==> src/design/pet_pkg.sv <==
// Shared types, codes and constants of the priority eviction table.
package pet_pkg;

  localparam int SLOT_W        = 4;
  localparam int BUD_W         = 16;
  localparam int PRI_W         = 8;
  localparam int TOT_W         = 20;
  localparam int NUM_SLOTS_DEF = 16;

  localparam logic signed [PRI_W-1:0] NEP_RESET = 8'sd100;

  typedef logic signed [PRI_W-1:0] prio_t;

  typedef enum logic [2:0] {
    OP_REGISTER     = 3'd0,
    OP_LOADED       = 3'd1,
    OP_UNLOADED     = 3'd2,
    OP_SET_IDLE     = 3'd3,
    OP_SET_PRIORITY = 3'd4,
    OP_TOTAL        = 3'd5,
    OP_CANDIDATES   = 3'd6,
    OP_BUDGET       = 3'd7
  } opcode_e;

  typedef enum logic [1:0] {
    ST_OK      = 2'd0,
    ST_NOT_REG = 2'd1,
    ST_ALREADY = 2'd2
  } status_e;

  typedef struct packed {
    opcode_e             opcode;
    logic [SLOT_W-1:0]   slot;
    logic [BUD_W-1:0]    budget_req;
    logic signed [PRI_W-1:0] priority_req;
    logic                idle_flag;
    logic [TOT_W-1:0]    target_req;
  } in_item_t;

  typedef struct packed {
    status_e             status;
    logic [TOT_W-1:0]    total_mib;
    logic                below_target;
    logic [SLOT_W-1:0]   entry_slot;
    logic [BUD_W-1:0]    entry_budget;
    logic signed [PRI_W-1:0] entry_priority;
    logic                candidate_valid;
    logic                last;
  } out_item_t;

  typedef enum logic [2:0] {
    RES_SIMPLE,
    RES_BUDGET,
    RES_TOTAL,
    RES_CAND,
    RES_EMPTY
  } res_sel_e;

  typedef enum logic [1:0] {
    SCAN_TOTAL,
    SCAN_MASK,
    SCAN_SELECT
  } scan_mode_e;

  typedef enum logic [3:0] {
    S_IDLE,
    S_DECODE,
    S_WRITE,
    S_BUDGET,
    S_SCAN,
    S_DRAIN,
    S_CHECK,
    S_TOTAL_OUT,
    S_EMIT,
    S_EMPTY
  } state_e;

  // controller -> datapath
  typedef struct packed {
    logic       capture;
    logic       commit;
    logic       rd_slot;
    logic       scan_start;
    logic       scan_issue;
    scan_mode_e scan_mode;
    logic       load_out;
    res_sel_e   res_sel;
  } cmd_t;

  // datapath -> controller
  typedef struct packed {
    opcode_e opcode;
    logic    scan_last;
    logic    mask_empty;
    logic    cand_last;
    logic    out_free;
  } sts_t;

endpackage

==> src/design/pet_chan_if.sv <==
// Valid/ready channel carrying one item of payload type T.
interface pet_chan_if #(
  parameter type T = logic
) ();
  logic valid;
  logic ready;
  T     payload;

  modport source (output valid, output payload, input ready);
  modport sink   (input valid, input payload, output ready);
endinterface

==> src/design/pet_ram.sv <==
// Generic single-write, single-read RAM with registered read data.
module pet_ram #(
  parameter int WIDTH = 8,
  parameter int DEPTH = 16
) (
  input  logic                     clk_i,
  input  logic                     we_i,
  input  logic [$clog2(DEPTH)-1:0] waddr_i,
  input  logic [WIDTH-1:0]         wdata_i,
  input  logic                     re_i,
  input  logic [$clog2(DEPTH)-1:0] raddr_i,
  output logic [WIDTH-1:0]         rdata_o
);

  logic [WIDTH-1:0] mem_q [DEPTH];
  logic [WIDTH-1:0] rdata_q;

  always_ff @(posedge clk_i) begin
    if (we_i) begin
      mem_q[waddr_i] <= wdata_i;
    end
    if (re_i) begin
      rdata_q <= mem_q[raddr_i];
    end
  end

  assign rdata_o = rdata_q;

endmodule

==> src/design/pet_dp.sv <==
// Datapath: slot flags, budget/priority RAMs, scan pipeline and result register.
module pet_dp #(
  parameter int NUM_SLOTS = pet_pkg::NUM_SLOTS_DEF
) (
  input  logic               clk_i,
  input  logic               rst_ni,
  input  pet_pkg::cmd_t      cmd_i,
  output pet_pkg::sts_t      sts_o,
  input  pet_pkg::in_item_t  in_item_i,
  input  logic               cfg_we_i,
  input  pet_pkg::prio_t     cfg_nep_i,
  output logic               out_valid_o,
  input  logic               out_ready_i,
  output pet_pkg::out_item_t out_item_o
);

  localparam int IDX_W = $clog2(NUM_SLOTS);

  pet_pkg::in_item_t  req_q;
  pet_pkg::prio_t     nep_q;
  pet_pkg::out_item_t out_q, res;
  logic               out_vld_q;

  logic [NUM_SLOTS-1:0] valid_q, loaded_q, idle_q, cand_q;

  logic [IDX_W-1:0] slot_idx, scan_idx_q, rd_idx_q, best_idx_q, raddr;
  logic             rd_vld_q, best_vld_q;
  logic [pet_pkg::BUD_W-1:0] bud_rd, best_bud_q;
  logic [pet_pkg::PRI_W-1:0] pri_rd;
  pet_pkg::prio_t   pri_rd_s, best_pri_q;
  logic [pet_pkg::TOT_W-1:0] acc_q;

  logic in_range, is_reg, out_free, wins, cand_last, bud_we, pri_we;

  assign slot_idx = IDX_W'(req_q.slot);
  assign in_range = 32'(req_q.slot) < 32'(NUM_SLOTS);
  assign is_reg   = in_range && valid_q[slot_idx];
  assign out_free = !out_vld_q || out_ready_i;
  assign pri_rd_s = $signed(pri_rd);
  assign raddr    = cmd_i.scan_issue ? scan_idx_q : slot_idx;

  // RAM writes at commit
  assign bud_we = cmd_i.commit && req_q.opcode == pet_pkg::OP_REGISTER && in_range
                  && !valid_q[slot_idx];
  assign pri_we = bud_we
                  || (cmd_i.commit && req_q.opcode == pet_pkg::OP_SET_PRIORITY && is_reg);

  pet_ram #(.WIDTH(pet_pkg::BUD_W), .DEPTH(NUM_SLOTS)) u_bud_ram (
    .clk_i   (clk_i),
    .we_i    (bud_we),
    .waddr_i (slot_idx),
    .wdata_i (req_q.budget_req),
    .re_i    (cmd_i.scan_issue || cmd_i.rd_slot),
    .raddr_i (raddr),
    .rdata_o (bud_rd)
  );

  pet_ram #(.WIDTH(pet_pkg::PRI_W), .DEPTH(NUM_SLOTS)) u_pri_ram (
    .clk_i   (clk_i),
    .we_i    (pri_we),
    .waddr_i (slot_idx),
    .wdata_i (req_q.priority_req),
    .re_i    (cmd_i.scan_issue || cmd_i.rd_slot),
    .raddr_i (raddr),
    .rdata_o (pri_rd)
  );

  always_ff @(posedge clk_i) begin
    if (cmd_i.capture) begin
      req_q <= in_item_i;
    end
  end

  always_ff @(posedge clk_i or negedge rst_ni) begin
    if (!rst_ni) begin
      nep_q <= pet_pkg::NEP_RESET;
    end else if (cfg_we_i) begin
      nep_q <= cfg_nep_i;
    end
  end

  // slot flags
  always_ff @(posedge clk_i or negedge rst_ni) begin
    if (!rst_ni) begin
      valid_q  <= '0;
      loaded_q <= '0;
      idle_q   <= '1;
    end else if (cmd_i.commit) begin
      unique case (req_q.opcode)
        pet_pkg::OP_REGISTER: begin
          if (in_range && !valid_q[slot_idx]) begin
            valid_q[slot_idx]  <= 1'b1;
            loaded_q[slot_idx] <= 1'b0;
            idle_q[slot_idx]   <= 1'b1;
          end
        end
        pet_pkg::OP_LOADED: begin
          if (is_reg) loaded_q[slot_idx] <= 1'b1;
        end
        pet_pkg::OP_UNLOADED: begin
          if (is_reg) begin
            loaded_q[slot_idx] <= 1'b0;
            idle_q[slot_idx]   <= 1'b1;
          end
        end
        pet_pkg::OP_SET_IDLE: begin
          if (is_reg) idle_q[slot_idx] <= req_q.idle_flag;
        end
        default: begin
        end
      endcase
    end
  end

  // scan address counter and registered read pipeline
  always_ff @(posedge clk_i or negedge rst_ni) begin
    if (!rst_ni) begin
      scan_idx_q <= '0;
      rd_vld_q   <= 1'b0;
    end else begin
      rd_vld_q <= cmd_i.scan_issue;
      if (cmd_i.scan_start) begin
        scan_idx_q <= '0;
      end else if (cmd_i.scan_issue) begin
        scan_idx_q <= scan_idx_q + IDX_W'(1);
      end
    end
  end

  always_ff @(posedge clk_i) begin
    rd_idx_q <= scan_idx_q;
  end

  // strictly earlier in eviction order; equal keys keep the lower slot
  assign wins = !best_vld_q || (pri_rd_s < best_pri_q)
                || (pri_rd_s == best_pri_q && bud_rd > best_bud_q);

  assign cand_last = (cand_q & ~(NUM_SLOTS'(1) << best_idx_q)) == '0;

  always_ff @(posedge clk_i or negedge rst_ni) begin
    if (!rst_ni) begin
      cand_q     <= '0;
      best_vld_q <= 1'b0;
    end else begin
      if (cmd_i.scan_start) begin
        best_vld_q <= 1'b0;
      end else if (rd_vld_q && cmd_i.scan_mode == pet_pkg::SCAN_SELECT
                   && cand_q[rd_idx_q] && wins) begin
        best_vld_q <= 1'b1;
      end
      if (rd_vld_q && cmd_i.scan_mode == pet_pkg::SCAN_MASK) begin
        cand_q[rd_idx_q] <= valid_q[rd_idx_q] && loaded_q[rd_idx_q]
                            && idle_q[rd_idx_q] && (pri_rd_s < nep_q);
      end else if (cmd_i.load_out && cmd_i.res_sel == pet_pkg::RES_CAND) begin
        cand_q[best_idx_q] <= 1'b0;
      end
    end
  end

  always_ff @(posedge clk_i) begin
    if (cmd_i.scan_start) begin
      acc_q <= '0;
    end else if (rd_vld_q && cmd_i.scan_mode == pet_pkg::SCAN_TOTAL
                 && valid_q[rd_idx_q] && loaded_q[rd_idx_q]) begin
      acc_q <= acc_q + pet_pkg::TOT_W'(bud_rd);
    end
    if (rd_vld_q && cmd_i.scan_mode == pet_pkg::SCAN_SELECT && cand_q[rd_idx_q] && wins) begin
      best_idx_q <= rd_idx_q;
      best_bud_q <= bud_rd;
      best_pri_q <= pri_rd_s;
    end
  end

  always_comb begin
    res        = '0;
    res.status = pet_pkg::ST_OK;
    res.last   = 1'b1;
    unique case (cmd_i.res_sel)
      pet_pkg::RES_SIMPLE: begin
        priority if (!in_range) begin
          res.status = pet_pkg::ST_NOT_REG;
        end else if (req_q.opcode == pet_pkg::OP_REGISTER) begin
          if (valid_q[slot_idx]) res.status = pet_pkg::ST_ALREADY;
        end else if (!valid_q[slot_idx]) begin
          res.status = pet_pkg::ST_NOT_REG;
        end
      end
      pet_pkg::RES_BUDGET: begin
        res.status       = is_reg ? pet_pkg::ST_OK : pet_pkg::ST_NOT_REG;
        res.entry_budget = is_reg ? bud_rd : '0;
      end
      pet_pkg::RES_TOTAL: begin
        res.total_mib    = acc_q;
        res.below_target = acc_q < req_q.target_req;
      end
      pet_pkg::RES_CAND: begin
        res.entry_slot      = pet_pkg::SLOT_W'(best_idx_q);
        res.entry_budget    = best_bud_q;
        res.entry_priority  = best_pri_q;
        res.candidate_valid = 1'b1;
        res.last            = cand_last;
      end
      default: begin
      end
    endcase
  end

  always_ff @(posedge clk_i) begin
    if (cmd_i.load_out) begin
      out_q <= res;
    end
  end

  always_ff @(posedge clk_i or negedge rst_ni) begin
    if (!rst_ni) begin
      out_vld_q <= 1'b0;
    end else if (cmd_i.load_out) begin
      out_vld_q <= 1'b1;
    end else if (out_ready_i) begin
      out_vld_q <= 1'b0;
    end
  end

  assign out_valid_o = out_vld_q;
  assign out_item_o  = out_q;

  assign sts_o.opcode     = req_q.opcode;
  assign sts_o.scan_last  = scan_idx_q == IDX_W'(NUM_SLOTS - 1);
  assign sts_o.mask_empty = cand_q == '0;
  assign sts_o.cand_last  = cand_last;
  assign sts_o.out_free   = out_free;

  a_load_free: assert property (@(posedge clk_i) disable iff (!rst_ni)
    cmd_i.load_out |-> out_free)
    else $error("result register overwritten while still pending");

  a_cand_registered: assert property (@(posedge clk_i) disable iff (!rst_ni)
    (cand_q & ~valid_q) == '0)
    else $error("candidate mask holds an unregistered slot");

  a_emit_best: assert property (@(posedge clk_i) disable iff (!rst_ni)
    (cmd_i.load_out && cmd_i.res_sel == pet_pkg::RES_CAND) |-> (best_vld_q && cand_q[best_idx_q]))
    else $error("candidate emitted without a selected pending slot");

endmodule

==> src/design/pet_ctrl.sv <==
// Controller: sequences decode, table updates, slot scans and result hand-off.
module pet_ctrl (
  input  logic          clk_i,
  input  logic          rst_ni,
  input  logic          in_valid_i,
  output logic          in_ready_o,
  output pet_pkg::cmd_t cmd_o,
  input  pet_pkg::sts_t sts_i
);

  pet_pkg::state_e     state_q, state_d;
  pet_pkg::scan_mode_e mode_q, mode_d;

  always_ff @(posedge clk_i or negedge rst_ni) begin
    if (!rst_ni) begin
      state_q <= pet_pkg::S_IDLE;
      mode_q  <= pet_pkg::SCAN_TOTAL;
    end else begin
      state_q <= state_d;
      mode_q  <= mode_d;
    end
  end

  always_comb begin
    state_d          = state_q;
    mode_d           = mode_q;
    cmd_o            = '0;
    cmd_o.scan_mode  = mode_q;
    cmd_o.res_sel    = pet_pkg::RES_SIMPLE;
    in_ready_o       = state_q == pet_pkg::S_IDLE;
    unique case (state_q)
      pet_pkg::S_IDLE: begin
        if (in_valid_i) begin
          cmd_o.capture = 1'b1;
          state_d       = pet_pkg::S_DECODE;
        end
      end
      pet_pkg::S_DECODE: begin
        unique case (sts_i.opcode)
          pet_pkg::OP_TOTAL: begin
            cmd_o.scan_start = 1'b1;
            mode_d           = pet_pkg::SCAN_TOTAL;
            state_d          = pet_pkg::S_SCAN;
          end
          pet_pkg::OP_CANDIDATES: begin
            cmd_o.scan_start = 1'b1;
            mode_d           = pet_pkg::SCAN_MASK;
            state_d          = pet_pkg::S_SCAN;
          end
          pet_pkg::OP_BUDGET: begin
            cmd_o.rd_slot = 1'b1;
            state_d       = pet_pkg::S_BUDGET;
          end
          default: begin
            state_d = pet_pkg::S_WRITE;
          end
        endcase
      end
      pet_pkg::S_WRITE: begin
        if (sts_i.out_free) begin
          cmd_o.commit   = 1'b1;
          cmd_o.load_out = 1'b1;
          state_d        = pet_pkg::S_IDLE;
        end
      end
      pet_pkg::S_BUDGET: begin
        if (sts_i.out_free) begin
          cmd_o.load_out = 1'b1;
          cmd_o.res_sel  = pet_pkg::RES_BUDGET;
          state_d        = pet_pkg::S_IDLE;
        end
      end
      pet_pkg::S_SCAN: begin
        cmd_o.scan_issue = 1'b1;
        if (sts_i.scan_last) state_d = pet_pkg::S_DRAIN;
      end
      pet_pkg::S_DRAIN: begin
        unique case (mode_q)
          pet_pkg::SCAN_TOTAL: state_d = pet_pkg::S_TOTAL_OUT;
          pet_pkg::SCAN_MASK:  state_d = pet_pkg::S_CHECK;
          default:             state_d = pet_pkg::S_EMIT;
        endcase
      end
      pet_pkg::S_CHECK: begin
        if (sts_i.mask_empty) begin
          state_d = pet_pkg::S_EMPTY;
        end else begin
          cmd_o.scan_start = 1'b1;
          mode_d           = pet_pkg::SCAN_SELECT;
          state_d          = pet_pkg::S_SCAN;
        end
      end
      pet_pkg::S_TOTAL_OUT: begin
        if (sts_i.out_free) begin
          cmd_o.load_out = 1'b1;
          cmd_o.res_sel  = pet_pkg::RES_TOTAL;
          state_d        = pet_pkg::S_IDLE;
        end
      end
      pet_pkg::S_EMIT: begin
        if (sts_i.out_free) begin
          cmd_o.load_out = 1'b1;
          cmd_o.res_sel  = pet_pkg::RES_CAND;
          if (sts_i.cand_last) begin
            state_d = pet_pkg::S_IDLE;
          end else begin
            cmd_o.scan_start = 1'b1;
            state_d          = pet_pkg::S_SCAN;
          end
        end
      end
      pet_pkg::S_EMPTY: begin
        if (sts_i.out_free) begin
          cmd_o.load_out = 1'b1;
          cmd_o.res_sel  = pet_pkg::RES_EMPTY;
          state_d        = pet_pkg::S_IDLE;
        end
      end
      default: begin
        state_d = pet_pkg::S_IDLE;
      end
    endcase
  end

endmodule

==> src/design/priority_eviction_table_top.sv <==
// Top level of the priority eviction table: channels, controller and datapath.
//
// A table of NUM_SLOTS client slots (valid, loaded, idle, budget, priority) driven by one
// opcode per input item. Only slots 0..15 are addressable by the 4-bit slot field. One item
// is worked on at a time; input ready is high while the controller is idle, and a finished
// result sits in an output register so the next item can be taken while it waits. Total
// makes one pass over all slots, one slot read per cycle from the budget RAM, then a pipeline
// drain; candidates makes one mask pass, then one full slot scan per listed candidate
// (selection of the next-lowest key over the budget/priority RAM read port), and emits an
// empty result when there are none. Every result waits in the output register for as long
// as the receiver holds ready low. Budget and priority live in RAMs with no reset; their
// content is only used for registered slots. never_evict_priority resets to 100 and may be
// written any time the block is idle; the config channel is always ready.
module priority_eviction_table_top #(
  parameter int NUM_SLOTS = pet_pkg::NUM_SLOTS_DEF
) (
  input  logic             clk_i,
  input  logic             rst_ni,
  pet_chan_if.sink         in_i,
  pet_chan_if.source       out_o,
  pet_chan_if.sink         cfg_i
);

  pet_pkg::cmd_t cmd;
  pet_pkg::sts_t sts;

  // config register write: always accepted
  assign cfg_i.ready = 1'b1;

  pet_ctrl u_ctrl (
    .clk_i      (clk_i),
    .rst_ni     (rst_ni),
    .in_valid_i (in_i.valid),
    .in_ready_o (in_i.ready),
    .cmd_o      (cmd),
    .sts_i      (sts)
  );

  pet_dp #(.NUM_SLOTS(NUM_SLOTS)) u_dp (
    .clk_i       (clk_i),
    .rst_ni      (rst_ni),
    .cmd_i       (cmd),
    .sts_o       (sts),
    .in_item_i   (in_i.payload),
    .cfg_we_i    (cfg_i.valid),
    .cfg_nep_i   (cfg_i.payload),
    .out_valid_o (out_o.valid),
    .out_ready_i (out_o.ready),
    .out_item_o  (out_o.payload)
  );

endmodule
==> src/flat_wrapper.sv <==
// flat-port wrapper written by rule: the top's interface ports become plain ports
module priority_eviction_table_top_flat 
#(
  parameter int NUM_SLOTS = pet_pkg::NUM_SLOTS_DEF
)
  (clk_i, rst_ni, in_i_valid, in_i_payload, in_i_ready, out_o_valid, out_o_payload, out_o_ready, cfg_i_valid, cfg_i_payload, cfg_i_ready);
  pet_chan_if in_i_i ();
  pet_chan_if out_o_i ();
  pet_chan_if cfg_i_i ();
  input  logic clk_i;
  input  logic rst_ni;
  input wire logic [$bits(in_i_i.valid)-1:0] in_i_valid;
  input wire logic [$bits(in_i_i.payload)-1:0] in_i_payload;
  output wire logic [$bits(in_i_i.ready)-1:0] in_i_ready;
  output wire logic [$bits(out_o_i.valid)-1:0] out_o_valid;
  output wire logic [$bits(out_o_i.payload)-1:0] out_o_payload;
  input wire logic [$bits(out_o_i.ready)-1:0] out_o_ready;
  input wire logic [$bits(cfg_i_i.valid)-1:0] cfg_i_valid;
  input wire logic [$bits(cfg_i_i.payload)-1:0] cfg_i_payload;
  output wire logic [$bits(cfg_i_i.ready)-1:0] cfg_i_ready;
  assign in_i_i.valid = in_i_valid;
  assign in_i_i.payload = in_i_payload;
  assign in_i_ready = in_i_i.ready;
  assign out_o_valid = out_o_i.valid;
  assign out_o_payload = out_o_i.payload;
  assign out_o_i.ready = out_o_ready;
  assign cfg_i_i.valid = cfg_i_valid;
  assign cfg_i_i.payload = cfg_i_payload;
  assign cfg_i_ready = cfg_i_i.ready;
  priority_eviction_table_top #(.NUM_SLOTS(NUM_SLOTS)) u_core (.clk_i(clk_i), .rst_ni(rst_ni), .in_i(in_i_i), .out_o(out_o_i), .cfg_i(cfg_i_i));
endmodule
==> config.mk <==
export PLATFORM = sky130hd
export DESIGN_NAME = priority_eviction_table_top_flat
export DESIGN_NICKNAME = d
export VERILOG_FILES = /design/src/design/pet_pkg.sv /design/src/design/pet_chan_if.sv /design/src/design/pet_ram.sv /design/src/design/pet_dp.sv /design/src/design/pet_ctrl.sv /design/src/design/priority_eviction_table_top.sv /design/src/flat_wrapper.sv
export SDC_FILE = /design/constraint.sdc
export NUM_CORES = 1
export LEC_CHECK = 0
export ABC_AREA = 1
export BUFFER_PORTS_ARGS = -buffer_cell sky130_fd_sc_hd__buf_2
export CORE_AREA = 4 4 68 58
export DETAILED_ROUTE_END_ITERATION = 10
export DIE_AREA = 0 0 72 62
export PLACE_DENSITY = 0.72
export SLEW_MARGIN = 25
export SYNTH_ARGS = -nofsm -noshare
export SYNTH_HDL_FRONTEND = slang
export SYNTH_SLANG_ARGS = --single-unit
==> constraint.sdc <==
create_clock -name clk_i -period 2.5 [get_ports clk_i]
set_clock_uncertainty 0.1 [all_clocks]
set_input_delay 0.5 -clock clk_i [delete_from_list [all_inputs] [get_ports clk_i]]
set_output_delay 0.5 -clock clk_i [all_outputs]
set_load 0.03 [all_outputs]
=== After elaboration in Yosys (flattened, before gate mapping) ===
Cells that the tools add are included.

* $add $sub $neg: 1
* Order comparisons: 7
* Equality and inequality tests: 19
* Shift operators: 1
* Mux-type cells: 46
* Bitwise operators: 6
* Reductions and logical operators: 29

{| class="wikitable"
|+ Operators with widths
! cell !! number
|-
| 2-to-1 mux 4 bit || 11
|-
| AND 16 bit || 2
|-
| zero test 16 bit || 2
|-
| 2-to-1 mux 16 bit || 2
|-
| inverter 16 bit || 2
|-
| case mux 4 bit (7 select lines) || 1
|-
| 2-to-1 mux 1 bit || 18
|-
| binary-select mux 1 bit (select 4 bit) || 4
|-
| bitwise mux 16 bit || 1
|-
| == test 4 x 3 -> 1 bit, second input constant || 4
|-
| > comparator 16 bit || 1
|-
| less-than comparator 8 bit || 2
|-
| left shift 1 x 4 -> 16 bit, first input constant || 1
|-
| == test 4 bit, second input constant || 3
|-
| case mux 3 bit (4 select lines) || 1
|-
| logical AND 1 bit || 11
|-
| less-than comparator 4 x 5 -> 1 bit, second input constant || 2
|-
| nonzero test 2 bit || 5
|-
| demux 1 bit (select 4 bit) || 2
|-
| == test 4 x 2 -> 1 bit, second input constant || 2
|-
| == test 8 bit || 1
|-
| greater-or-equal comparator 4 x 1 -> 1 bit, second input constant || 2
|-
| case mux 4 bit (2 select lines) || 1
|-
| != test 2 bit, second input constant || 3
|-
| other kinds (19) || 25
|}

* Register bits: 93
* Word-level logic and storage cells: 127

=== Depth between registers and ports, before layout ===
* Depth in word-level cells: 8
* Gate-level depth with buffers: 11

=== Hierarchy ===
A second synthesis with hierarchy kept.

* Cell total of the unflattened synthesis: 3241
* Area, all modules: 30908.4 µm²

{| class="wikitable"
|+ By module, submodules not included
! module !! instances !! cells each !! area each (µm²) !! sequential area each (µm²)
|-
| pet_dp || 1 || 1522 || 12952.4 || 6475.0
|-
| pet_ram (u_core.u_dp.u_bud_ram) || 1 || 1074 || 11548.6 || 8167.8
|-
| pet_ram (u_core.u_dp.u_pri_ram) || 1 || 551 || 5846.9 || 4083.9
|-
| pet_ctrl || 1 || 91 || 545.5 || 150.1
|-
| priority_eviction_table_top || 1 || 3 || 15.0 || 0.0
|}

=== Least setup slack after synthesis ===
No wires, ideal clock.

* Path kind: register to register
* From: register u_core.u_ctrl.state_q[1]
* To: register u_core.u_ctrl.state_q[0]
* Arrival: 1731 ps
* Data required time: 2270 ps
* Setup slack: 539 ps
* Cell stages (with the launch flop): 9
* Path buffers: 0
* Period minus slack after synthesis: 1961 ps
* Cell sequence: dfrtp_1 inv_1 nand2_1 nor3_1 nand2_1 o21ai_0 nor2_1 nand2_1 o21ai_0

* Elaborated cells on any way between the ends: 17
* Classes of those cells: eq/ne: 13; mux: 1; reduce/logical: 3

{| class="wikitable"
|+ RTL lines
! item !! RTL line !! RTL
|-
| from (decl) || pet_ctrl.sv:11 || <nowiki>pet_pkg::state_e state_q, state_d;</nowiki>
|-
| from (signal assigned) || pet_ctrl.sv:16 || <nowiki>state_q <= pet_pkg::S_IDLE;</nowiki>
|-
| from (signal assigned) || pet_ctrl.sv:19 || <nowiki>state_q <= state_d;</nowiki>
|-
| zero test 4 bit * || -- ||
|-
| named net in_i_ready || flat_wrapper.sv:14 || <nowiki>output wire logic [$bits(in_i_i.ready)-1:0] in_i_ready;</nowiki>
|-
| != test 2 bit (no source line) || -- ||
|-
| AND reduction 4 bit (no source line) || -- ||
|}

The timed path passes the listed nets; every way through them passes the cells marked *.
A chain may end at the register's enable or synchronous reset.

=== Worst setup path after layout ===
* From: register u_core.u_ctrl.state_q[1]
* To: output port in_i_ready

* Longest elaborated chain between the ends: 1

{| class="wikitable"
|+ RTL lines
! item !! RTL line !! RTL
|-
| zero test 4 bit || pet_ctrl.sv:30 || <nowiki>in_ready_o = state_q == pet_pkg::S_IDLE;</nowiki>
|-
| to (decl) || flat_wrapper.sv:14 ||
|}

Every way passes these cells.

==> impl_metrics.toml <==
[status]
status = "completed"

[critical_path]
worstPathMaxFanout = 5
arrival_ns = 1.47
cp-start-kind = "flop"
crit_chain = "inv_1 > nand2_1 > nor3_1 > buf_2"
crit_path_top_delay_cell = "dfrtp_1"
slowest_delay_ns = 0.43
crit_type = "reg2out"
crit_family = "flip-flops"
cp_num_buf_inv = 2
cp-end-kind = "output port"
worstPathRequired_ns = 1.90

[synthesis]
yosys-top-cells-count = "73 x nand2_1, 37 x inv_1, 28 x dfrtp_1"
yosys.cell_types.count = 25
syn_area_mm2 = 0.00183
yosysWarnings = 0
syn_nets = 247
ys_seq_area_share_pct = 50.9
synth-edff-count = 5
yosysTopAreaCell = "dfrtp_1"
ys.flop_type = "dfrtp_1"
synth-seq-cells = 37
synth_top_area_share_pct = 38.3
async_flop_share_pct = 75.7
ys_top_cells_by_area = "dfrtp_1 38%, nand2_1 15%, edfxtp_1 8.2%"
yosysMostFrequentCell = "nand2_1"
synth_area_per_cell_um2 = 7.66
syn_inst = 239

[global_routing]
grt_pass1_vias = 1304
grt.total_usage_pct = 18.7
grt_start_max_net_pins = 29
grt_overflow = 0
grt_pass1_wl_mm = 6.13
antenna_found_initial = 0

[place]
io_buffer_count = 6
gp_congestion = 0.857
hpwl_mm = 2.69

[die]
io_pins = 11
dieWidth_um = 72
die_h_um = 62
core_area_mm2 = 0.00328
design.die.area_mm2 = 0.00446
rows = 19
start_util_pct = 55.8

[detailed_routing]
vias = 1473
first_pass_iters = 4
antenna_left = 0
viasPerCell = 5.08
drt_wl_total_mm = 3.59
drtIter0Drc = 132
drc = 0
wl_per_cell_um = 12.4

[clock_network]
clk_pin_slew_worst_paths_ns = 0.08
cts_inserted_buffers = 5
cts_root_buf = "clkbuf_8"
cts.sinks = 37
cts-resized-gates = 0
cts_setup_buffers = 0
hold_buffers = 0
worstSkewPairLatency_ns = 0.29
cts_tree = "yes"
cts_htree_levels = 2
clock_path_buffers = 2

[final_layout]
nNetsFinal = 255
multiInputGateArea_um2 = 736
drive_gt1_share_pct = 8.06
syn2layout_area_growth_pct = 9.71
insertedDiodeCount = 0
nFillCells = 284
register_area_um2 = 931

[sta]
slew_headroom_pct = 59.7
rsz0062_at_grt = "no"
report.final.slew_viol_count = 0
timing.final.hold_violations = 0
finalSetupViolCount = 0
setup_tns_ns = 0
period_needed_ns = 2.07
worst_slew_pin_slew_ns = 0.604
max_freq_mhz = 483
final.period_utilization_pct = 82.8

[flow_run]
cap_violations = 0

[hold_path]
hold_class = "in2async"

[pwr]
vdd_drop_max_uv = 405
power_mw = 1.38
powerDensity_mw_per_mm2 = 689
leakage_nw = 1.05
## cells in the final DEF (no fill, tap or decap), types with 2 or more instances in the layout
master,Yosys,layout
nor2_1,22,22
dfxtp_1,4,4
o21ai_0,26,26
nor2_2,3,3
inv_1,37,37
buf_2,2,6
a21oi_1,5,5
edfxtp_1,5,5
dfrtp_1,28,28
o211ai_1,5,5
clkbuf_8,0,6
xor2_1,3,3
nand3_1,8,8
nand2_1,73,73
nand4_1,5,5
nor3_1,2,2
## routing by layer
metal | vias to the layer above | share of wire (%) | track usage [%] | wire length [um]
met5 | - | 0 | 0 | 0
met1 | 649 | 49 | 27.3 | 1760
met3 | 5 | 7.3 | 6.91 | 261
li1 | 774 | - | - | -
met4 | 0 | 1.1 | 5.36 | 38
met2 | 45 | 43 | 26.0 | 1530
## registers in the layout (all words and copies together), names as in the netlist
signal and count:
u_core.u_dp.cand_q 16, u_core.u_ctrl.mode_q 1, u_core.u_dp.rd_idx_q 4, u_core.u_dp.scan_idx_q 4, u_core.u_dp.rd_vld_q 1, u_core.u_dp.best_vld_q 1, u_core.u_dp.best_idx_q 4, u_core.u_ctrl.state_q 4
u_core.u_dp.out_valid_o 1, u_core.u_dp.out_item_o 1
## per-stage QoR
stage | util, % | hold WS (ns) | instances | cell area, um^2 | setup WS [ns]
after global placement | 57.6 | 0.314 | 282 | 1890 | 0.690
after detailed placement | 57.6 | 0.312 | 282 | 1890 | 0.641
after global routing | 61.2 | 0.149 | 290 | 2010 | 0.308
after CTS | 61.2 | 0.130 | 290 | 2010 | 0.436
final | 61.2 | 0.109 | 290 | 2010 | 0.431
after floorplan | - | 0.104 | 239 | 1830 | 0.539
## cell families after synthesis
group           synth area share [%]
fa+ha+maj                      0.683
simple gates                    26.0
buf+inv                         8.95
other cells                    0.205
xor+xnor                        1.44
compound gates                  11.8
flops                           50.9
## worst paths after layout
kind                                            from                        end  slack (ns)  cells past startpoint
setup / recovery            u_core.u_ctrl.state_q[1]                 in_i_ready        0.43                      4
max in group asynchronous                     rst_ni      u_core.u_dp.cand_q[2]        1.79                      1
min in group clk_i         u_core.u_dp.scan_idx_q[3]    u_core.u_dp.rd_idx_q[3]        0.33                      0
hold reg to reg            u_core.u_dp.scan_idx_q[3]    u_core.u_dp.rd_idx_q[3]        0.33                      0
hold / removal                                rst_ni     u_core.u_dp.cand_q[11]        0.11                      1
setup reg to reg             u_core.u_dp.rd_idx_q[0]  u_core.u_dp.best_idx_q[3]        0.64                      8
## where the power goes
group / leakage, nW / switching, mW / total, mW / internal [mW]
clock: 0.0574 / 0.216 / 0.540 / 0.324
combinational: 0.602 / 0.140 / 0.194 / 0.0534
sequential: 0.387 / 0.0173 / 0.651 / 0.633
total: 1.05 / 0.373 / 1.38 / 1.01
## layout make-up
type / count / share of cell area, %
repair buffers: 6 / 1.50
multi-input cells: 160 / 36.6
clock buffers: 6 / 4.11
well taps: 42 / 2.62
inverters: 37 / 6.92
flip-flops and latches: 37 / 46.4
clock inverters: 2 / 1.87
## worst register-to-register path: cells and delay by family (launching register included)
kind / cells / cell delay, ns
and+or+nand+nor: 8 / 0.77
DFF: 1 / 0.66
(Power assumes the default switching activity.)
